===== config.mk =====
export PLATFORM = sky130hd
export DESIGN_NAME = mlr_residue
export DESIGN_NICKNAME = d
export VERILOG_FILES = /design/src/mlr_pkg.sv /design/src/mlr_residue.sv
export SDC_FILE = /design/constraint.sdc
export NUM_CORES = 1
export LEC_CHECK = 0
export BUFFER_PORTS_ARGS = -buffer_cell sky130_fd_sc_hd__buf_4
export CORE_ASPECT_RATIO = 0.8
export CORE_MARGIN = 5
export CORE_UTILIZATION = 45
export DETAILED_ROUTE_END_ITERATION = 12
export GPL_TIMING_DRIVEN = 0
export SLEW_MARGIN = 20
export SYNTH_ARGS = -nofsm -noshare
export SYNTH_HDL_FRONTEND = slang
export SYNTH_SLANG_ARGS = --single-unit

===== constraint.sdc =====
create_clock -name clk -period 10.33 [get_ports clk]
set_input_delay 0 -clock clk [delete_from_list [all_inputs] [get_ports clk]]
set_output_delay 0 -clock clk [all_outputs]
set_load 0.01 [all_outputs]

===== src/mlr_pkg.sv =====
package mlr_pkg;

  // field and register widths
  localparam int CNT_W       = 7;
  localparam int COORD_W     = 6;
  localparam int VAL_W       = 32;
  localparam int ROT_W       = 31;
  localparam int RING_W      = 9;
  localparam int CFG_IDX_W   = 2;
  localparam int CFG_DATA_W  = 31;
  localparam int IN_TDATA_W  = 48;
  localparam int OUT_TDATA_W = 40;

  // ring length of layer k is 2*(rows+cols) - RING_BIAS - LAYER_STEP*k
  localparam int RING_BIAS  = 4;
  localparam int LAYER_STEP = 8;

  typedef enum logic {
    REQ_LOAD  = 1'b0,
    REQ_QUERY = 1'b1
  } req_t;

  typedef enum logic [CFG_IDX_W-1:0] {
    CFG_ROW_COUNT = 2'd0,
    CFG_COL_COUNT = 2'd1,
    CFG_ROTATION  = 2'd2
  } cfg_idx_t;

endpackage


===== src/mlr_residue.sv =====
module mlr_residue #(
  parameter int LIW = 5
) (
  input  logic                        clk,
  input  logic                        rst,
  input  logic                        start,
  input  logic [mlr_pkg::CNT_W-1:0]   side_rows,
  input  logic [mlr_pkg::CNT_W-1:0]   side_cols,
  input  logic [mlr_pkg::ROT_W-1:0]   rotation,
  input  logic [LIW-1:0]              layer,
  output logic                        busy,
  output logic [mlr_pkg::RING_W-1:0]  residue
);
  import mlr_pkg::*;

  localparam int LANES = 2 ** LIW;
  localparam int BIT_W = $clog2(ROT_W);

  logic [RING_W-1:0] res       [LANES];
  logic [RING_W-1:0] lane_len  [LANES];
  logic [RING_W-1:0] lane_next [LANES];
  logic [RING_W:0]   lane_shift [LANES];
  logic [RING_W:0]   ring0;
  logic [BIT_W-1:0]  bit_sel;

  assign ring0 = (((RING_W+1)'(side_rows) + (RING_W+1)'(side_cols)) << 1)
                 - (RING_W+1)'(RING_BIAS);

  // one lane per layer: shift in the next bit of the rotation, fold back once
  always_comb begin
    for (int k = 0; k < LANES; k++) begin
      lane_len[k]   = RING_W'(ring0 - (RING_W+1)'(LAYER_STEP * k));
      lane_shift[k] = {res[k], rotation[bit_sel]};
      if (lane_shift[k] >= {1'b0, lane_len[k]}) begin
        lane_next[k] = RING_W'(lane_shift[k] - {1'b0, lane_len[k]});
      end else begin
        lane_next[k] = RING_W'(lane_shift[k]);
      end
    end
  end

  always_ff @(posedge clk) begin
    if (rst) begin
      busy    <= 1'b0;
      bit_sel <= '0;
      for (int k = 0; k < LANES; k++) res[k] <= '0;
    end else if (start) begin
      busy    <= 1'b1;
      bit_sel <= BIT_W'(ROT_W - 1);
      for (int k = 0; k < LANES; k++) res[k] <= '0;
    end else if (busy) begin
      for (int k = 0; k < LANES; k++) res[k] <= lane_next[k];
      if (bit_sel == '0) begin
        busy <= 1'b0;
      end else begin
        bit_sel <= bit_sel - 1'b1;
      end
    end
  end

  assign residue = res[layer];

endmodule


==> results of run 1 <==
-- placed cells by master, fill, tap and decap left out, drive strengths merged, types with 15 or more instances in the layout --
master | netlist | layout
o311a | 46 | 46
inv | 144 | 145
buf | 30 | 96
a21boi | 69 | 69
edfxtp | 252 | 252
nand2 | 89 | 89
fa | 33 | 33
dfxtp | 15 | 15
a21o | 35 | 35
o31a | 30 | 30
o21a | 39 | 39
o31ai | 32 | 32
ha | 251 | 251
nand2b | 36 | 36
o21ai | 307 | 307
xnor2 | 125 | 125
a211o | 86 | 86
nor3 | 44 | 44
xor2 | 38 | 38
nand3 | 189 | 189
clkbuf | 50 | 97
nand4 | 32 | 32
a21oi | 223 | 223
nor2b | 68 | 68
nor2 | 128 | 128
a211oi | 31 | 31
a311oi | 15 | 15
mux4 | 87 | 87
nor4b | 26 | 26
-- flip-flops by register name, indices dropped and copies added (netlist names) --
signal	cells
bit_sel	5
res	261
busy	1
-- timing repair --
action | CTS | global route
hold endpoints to repair | 7 | 0
buffers inserted | 0 | 0
hold buffers | 3 | 0
-- worst paths after layout --
check	start	endpoint	slack [ps]	depth (start not counted)
max	side_rows[0]	res[31][4]$_SDFFCE_PP0P_	3500	18
min	rst	bit_sel[1]$_SDFFE_PP0P_	370	3
max reg2reg	res[1][0]$_SDFFCE_PN0P_	res[14][1]$_SDFFCE_PN0P_	4940	13
min reg2reg	res[0][3]$_SDFFE_PP0P_	res[0][3]$_SDFFE_PP0P_	540	2
-- power breakdown --
| group | total (mW) | internal (mW) | switching, mW |
|---|---|---|---|
| clock | 1.17 | 0.655 | 0.520 |
| combinational | 3.67 | 1.40 | 2.27 |
| sequential | 1.40 | 1.29 | 0.110 |
-- through the flow --
stage	area [sq um]	power, mW	std cells
4_1_cts	28420	6.126	3513
3_5_place_dp	27370	4.936	3453
3_3_place_gp	27050	4.808	3442
2_1_floorplan	25670	3.843	2625
6_report	28460	6.242	3516
5_1_grt	28450	6.569	3513
-- worst min-delay path, delay by kind of cell --
kind	cells	cell delay (ps)
simple gates	1	140
buf+inv	2	750
-- kinds of logic after synthesis --
logic type	share of synthesized area, %
adder cells (fa/ha/maj)	14.85
flip-flops	30.65
multiplexers	8.662
AO/OA/AOI/OAI	24.03
XOR/XNOR	5.562
AND/OR/NAND/NOR	12.73
buffers and inverters	3.519
-- cell type report --
class	instances	area, sq um	area share [%]
Clock inverter	12	57.56	0.2022
Clock buffer	45	964.7	3.390
Sequential cell	267	7868	27.65
Tap cell	760	950.9	3.341
Timing Repair Buffer	71	693.2	2.436
Inverter	144	555.5	1.952
Antenna cell	3	7.507	0.02638
Buffer	80	369.1	1.297
Multi-Input combinational cell	2134	16990	59.71
-- layer usage --
layer | vias up | track usage [%] | wire, microns
met3 | 214 | 6.064 | 11350
met1 | 11550 | 44.65 | 41770
li1 | 10440 | - | -
met4 | 2 | 10.69 | 3986
met5 | - | 0 | 14
met2 | 1396 | 43.14 | 39250
==> results.md, run 1 <==
* Worst Hold Slack at about 370 ps
* First-pass DRT Iterations at 6
* H-tree depth at 2
* Post-Place Setup Slack at 2933 ps
* Number of library cell types mapped by synthesis at 76
* Kind of cell with the highest combined delay on the critical path: adder cells
* Post-synth EDFFs at approximately 250
* Sequence of cells on the critical path: buf_4 -> ha_1 -> inv_1 -> fa_4 -> buf_12 -> ha_2 -> buf_16 -> inv_2 -> buf_12 -> ha_1 -> inv_1 -> ha_1 -> a21boi_0 -> o21ai_0 -> a21boi_0 -> o31ai_1 -> a211o_1 -> a21oi_1
* Setup violators final at 0
* Remaining Overflow, GRT at 0
* Primary FF master, synth: edfxtp_1
* Die width at around 280 microns
* Final core utilization at between 50% and 60%
* CTS tree: done
* Fin Clk Skew at between 20 and 30 ps
* Fin crit period at just under 7000 ps
* Area contributors post-synth: edfxtp_1 29%, ha_1 12%, mux4_2 7.2%
* Worst voltage drop across the vdd grid at ~0.15 mV
* CP max FO at 19
* Fillers at approximately 5200
* DRC errors left at 0
* Average cell area after synthesis at between 9 and 10 sq um
* Final-report max-slew violation count at 0
* Weighted congestion at the end of routability-driven global placement at approximately 1.0
* Post-detailed-route count of antenna-violating nets at 0
* Standby leakage power at ~11 nW
* Share of cells above drive strength 1 at about 11%
* Setup repair after global routing missed its margin: no
* Iteration-0 DRC count of the detailed router at 3175
* Worst path arrival time at 7090 ps
* Die Y at between 200 and 250 microns
* Clock latency on the worst-skew pair at 560 ps
* Overall routed net length at between 90000 and 100000 microns
* Overall routing resource usage at around 30%
* Total nets after synthesis at 2962
* Global-route wire length before repair at around 140000 microns
* Largest area contributor in the netlist: edfxtp_1
* Drt via density at roughly 6.7
* Clock-pin slew on the worst setup and hold paths at approximately 70 ps
* NumNets Final at between 3000 and 4000
* DR vias at between 20000 and 25000
* Full die area at roughly 62000 sq um
* Area growth from synthesis to final layout at 10.86%
* WP buf/inv at 7
* Total negative slack for setup checks at 0 ps
* Power density normalized to cell area at around 220 nW/um^2
* Area of the mapped netlist at 25670 sq um
* Path category of the worst min-delay check: primary input to register
* Top achievable clock speed at ~150 MHz
* Worst Setup End Kind: register
* Hpwl dp at 71210 microns
* Most repeated cell in the gate-level netlist after synthesis: o21ai_0
* Quantity of I/O buffers inserted on ports at 57
* Required arrival time at the worst endpoint at roughly 11000 ps
* Wire length per cell after detailed routing at between 20 and 30 microns
* Top cells by instance count after synthesis: 303 x o21ai_0, 252 x edfxtp_1, 251 x ha_1, 222 x a21oi_1, 189 x nand3_1
* Proportion of synthesized flip-flops having asynchronous set or reset at 0%
* Kind of launch point of the worst setup path: primary input
* Ratio of final minimum period to clock period at around 66%
* Slowest cell delay on critical path at ~1100 ps
* CTS Root Buffer Type: clkbuf_16
* Std-Cell Rows at between 70 and 80
* Share of the synthesized area in the top cell type at approximately 29%
* Final critical-path setup slack at around 3500 ps
* Worst slew margin relative to its limit at roughly 19%
* Least-Margin Pin Slew at about 1200 ps
* Number of global-route vias before repair at between 20000 and 25000
* Initial antenna violation count at 5
* Seq cells post-synth at roughly 270
* Clock buffers created by TritonCTS at 35
* IO Count at 63
* Max Root-Sink Buffers at 3
* Number of sinks on the clock net at 267
* Largest net degree at the start of global routing at 94
* Core outline area at around 57000 sq um
* Type of the setup path with the least slack: primary input to register
* Cell repeated most along the worst path: ha_1
* Cell with the biggest individual delay on the critical path: ha_1
* Final count of hold timing violations at 0
* Number of instances resized during post-cts repair at 0
* Number of max-cap violations at 0
* Count of mapped cells out of synthesis at 2625
* Starting utilization of the core area at 45.35%
* Sequential share of the synthesized area at 30.65%
* Number of synthesis warnings at 0
* Result of the run: finished, final reports clean
(Power assumes the default switching activity.)
==> run 2: changes to the inputs <==
--- a/config.mk
+++ b/config.mk
@@ -5,6 +5,7 @@
 export SDC_FILE = /design/constraint.sdc
 export NUM_CORES = 1
 export LEC_CHECK = 0
+export ABC_AREA = 1
 export BUFFER_PORTS_ARGS = -buffer_cell sky130_fd_sc_hd__buf_4
 export CORE_ASPECT_RATIO = 0.8
 export CORE_MARGIN = 5
==> constraint.sdc (replaced) <==
create_clock -name clk -period 6.21 [get_ports clk]
set_input_delay 0 -clock clk [delete_from_list [all_inputs] [get_ports clk]]
set_output_delay 0 -clock clk [all_outputs]
set_load 0.01 [all_outputs]
==> run 2 against run 1 <==
Clock skew fell by 11 ps. First-iteration DRC count grew 29%. Synthesized cell count rose by 23%. Combinational power increased by 39%. Core utilization rose by 0.15 points. Critical path type unchanged. Largest cell class unchanged. Highest routed layer unchanged.
==> results.md, run 2 <==
* Clock latency on the worst-skew pair at 570 ps (about the same)
* Commonest non-fill, non-tap cell in the layout: nand2_1
* Setup repair after global routing missed its margin: no
* Starting utilization of the core area at 45.33% (about the same)
* Largest net degree at the start of global routing at 48 (-49%)
* Area of the mapped netlist at 25030 sq um (-2.5%)
* Worst voltage drop across the vdd grid at 0.2252 mV (+55%)
* CTS Root Buffer Type: clkbuf_16
* Least-Margin Pin Slew at 1344 ps (+135.7 ps)
* Wire length per cell after detailed routing at 25.53 microns (-6.8%)
* Power density normalized to cell area at 339.5 nW/um^2 (+55%)
* Register-to-Register Path Depth at 13 (unchanged)
* Kind of launch point of the worst setup path: primary input
* H-tree depth at 2 (unchanged)
* Ratio of final minimum period to clock period at a little over nine tenths
* Primary FF master, synth: edfxtp_1
* Startpoint of the lowest-slack hold path: rotation[19]
* Iteration-0 DRC count of the detailed router at 4095 (+29%)
* Fillers at 5264 (+1.0%)
* Worst Setup End Kind: register
* Initial antenna violation count at 7 (+2)
* Std-Cell Rows at 77 (-1.3%)
* Final-report max-slew violation count at 0 (unchanged)
* Die width at 273.7 microns (-1.2%)
* Sequential share of the synthesized area at 31.44% (+0.79 points)
* Largest area contributor in the netlist: edfxtp_1
* Worst Hold Depth at 7 (+4)
* Startpoint of the worst-slack reg-to-reg timing path: res[1][0]$_SDFFCE_PN0P_
* Overall routing resource usage at 33.16% (+3.3 points)
* Top achievable clock speed at roughly 170 MHz
* Commonest cells after routing, fill and taps aside: 489 x nand2_1, 396 x o21ai_0, 376 x a21oi_1
* Setup violators final at 0 (unchanged)
* Proportion of synthesized flip-flops having asynchronous set or reset at 0% (unchanged)
* CP max FO at 16 (-3)
* Full die area at 60460 sq um (-2.4%)
* Final count of hold timing violations at 0 (unchanged)
* Total nets after synthesis at 3559 (+20%)
* Fin crit period at approximately 5900 ps
* Global-route wire length before repair at 150900 microns (+6.3%)
* Worst Hold Slack at 152.3 ps (-213.3 ps)
* First-pass DRT Iterations at 6 (unchanged)
* DR vias at 25480 (+8.0%)
* Worst slew margin relative to its limit at 10.38% (-9.0 points)
* Area contributors post-synth: edfxtp_1 30%, ha_1 13%, o21ai_0 7.9%
* Hold Crit Endpoint: res[0][0]$_SDFFE_PP0P_
* Average cell area after synthesis at 7.767 sq um (-21%)
* Worst path arrival time at 6230 ps (-860 ps)
* Top reg by flops: res
* IO Count at 63 (unchanged)
* Number of library cell types mapped by synthesis at 61 (-20%)
* Area growth from synthesis to final layout at 11.24%
* Seq cells post-synth at 267 (unchanged)
* Fin Clk Skew at 16.60 ps (-10.92 ps)
* Die Y at 220.9 microns (-1.2%)
* Number of max-cap violations at 0 (unchanged)
* Top cells by instance count after synthesis: 493 x nand2_1, 396 x o21ai_0, 376 x a21oi_1, 319 x nor2_1, 317 x inv_1
* Worst setup slack for register-to-register paths at 1820 ps (-3120 ps)
* Number of global-route vias before repair at 23390 (+7.1%)
* Hpwl dp at 76670 microns (+7.7%)
* Max Root-Sink Buffers at 3 (unchanged)
* CTS tree: done
* Clock buffers created by TritonCTS at 36 (+2.9%)
* NumNets Final at 3668 (+19%)
* Count of mapped cells out of synthesis at 3222 (+23%)
* Overall routed net length at 104900 microns (+8.8%)
* Standby leakage power at 12.10 nW (+5.7%)
* DRC errors left at 0 (unchanged)
* Share of cells above drive strength 1 at 7.841% (-3.1 points)
* Post-synth EDFFs at 252 (unchanged)
* Path category of the worst min-delay check: primary input to register
* Quantity of I/O buffers inserted on ports at 57 (unchanged)
* Required arrival time at the worst endpoint at 6510 ps (-4080 ps)
* Number of synthesis warnings at 0 (unchanged)
* Capturing point of the worst reg2reg path: res[15][5]$_SDFFCE_PN0P_
* Tot Pwr at 9.450 mW (+51%)
* Drt via density at 6.205 (-7.6%)
* Type of the setup path with the least slack: primary input to register
* Post-detailed-route count of antenna-violating nets at 0 (unchanged)
* Result of the run: finished, final reports clean
* Share of the synthesized area in the top cell type at 30.24% (+0.76 points)
* Number of sinks on the clock net at 267 (unchanged)
* Clock-pin slew on the worst setup and hold paths at 60 ps (about the same)
* Largest registers ranked by flip-flop count: res (261), bit_sel (5), busy (1)
* Remaining Overflow, GRT at 0 (unchanged)
* Most repeated cell in the gate-level netlist after synthesis: nand2_1
* Flip-flop count of the largest register after layout at 261 (unchanged)
* Weighted congestion at the end of routability-driven global placement at 1.096 (+7.2%)
* Core outline area at 55200 sq um (-2.5%)
* Total negative slack for setup checks at 0 ps (unchanged)
==> run 2: power breakdown <==
| part | internal [mW] | switching, mW | total, mW |
|---|---|---|---|
| combinational | 1.69 | 3.40 | 5.09 |
| sequential | 2.14 | 0.157 | 2.30 |
| clock | 1.19 | 0.878 | 2.07 |
| total | 5.02 | 4.43 | 9.45 |
==> run 2: stage by stage <==
stage                     cells  setup WS, ps  cell area, sq um  utilization (%)
after global placement     4029         -5815             26390            47.81
after CTS                  4104         187.5             27810            50.37
after floorplan            3222         224.9             25030                -
final                      4107         277.1             27840            50.43
after detailed placement   4038         -1564             26650            48.27
after global routing       4105         167.1             27830            50.42
==> run 2: routing by layer <==
layer	vias up	share of wire [%]	track usage (%)
met4	2	5.9	15.36
met1	12050	41	46.76
met3	349	13	9.324
li1	11400	-	-
met2	1686	40	47.07
met5	-	0.019	0
==> run 2: critical path: stages <==
cell      delay (ps)
buf_4             80
ha_1             180
inv_1             70
fa_4            1070
ha_2             280
inv_1             60
nand3_1           90
nand2_2          530
inv_6            540
ha_2             660
inv_1            620
ha_1             560
a21oi_1          200
o21bai_1          90
nand2_1           80
nand2_1           50
a21oi_1          200
nor2_1           100
nor2_2           240
inv_1            220
o21ai_0          200
a21oi_1           80
==> run 2: worst max path at each step <==
stage / cells after the start / start / slack, ps / end
CTS: 26 / side_rows[0] / 190 / res[19][3]$_SDFFCE_PN0P_
finish: 22 / side_rows[0] / 280 / res[7][7]$_SDFFCE_PN0P_
detailed placement: 23 / side_rows[0] / -1560 / res[29][3]$_SDFFCE_PP0P_
global route: 20 / side_rows[0] / 170 / res[3][7]$_SDFFCE_PN0P_
floorplan: 22 / side_rows[0] / 220 / res[23][5]$_SDFFCE_PP0P_
global placement: 23 / side_rows[0] / -5820 / res[29][3]$_SDFFCE_PP0P_
==> run 2: layout make-up <==
type	instances	area (sq um)	share of cell area, %
inverter	333	1269	4.558
buffer	119	629.4	2.261
timing repair buffer	71	681.9	2.450
clock inverter	15	116.4	0.4180
clock buffer	46	979.7	3.519
sequential	267	7868	28.26
antenna	3	7.507	0.02697
multi-input combinational	2503	15350	55.14
tap	750	938.4	3.371
==> run 2: what timing repair did <==
item | 4_1_cts | 5_1_grt
buffers inserted | 2 | 0
setup endpoints to repair | 143 | 36
hold endpoints to repair | 6 | 0
cloned | 0 | 0
gates resized for setup | 6 | 5
hold buffers | 3 | 0
==> run 2: logic make-up after synthesis <==
kind of cell	synth area share (%)
AND/OR/NAND/NOR	18.65
AO/OA/AOI/OAI	20.53
buffers and inverters	7.535
flip-flops	31.44
XOR/XNOR	6.610
multiplexers	0.04000
adder cells (fa/ha/maj)	15.19
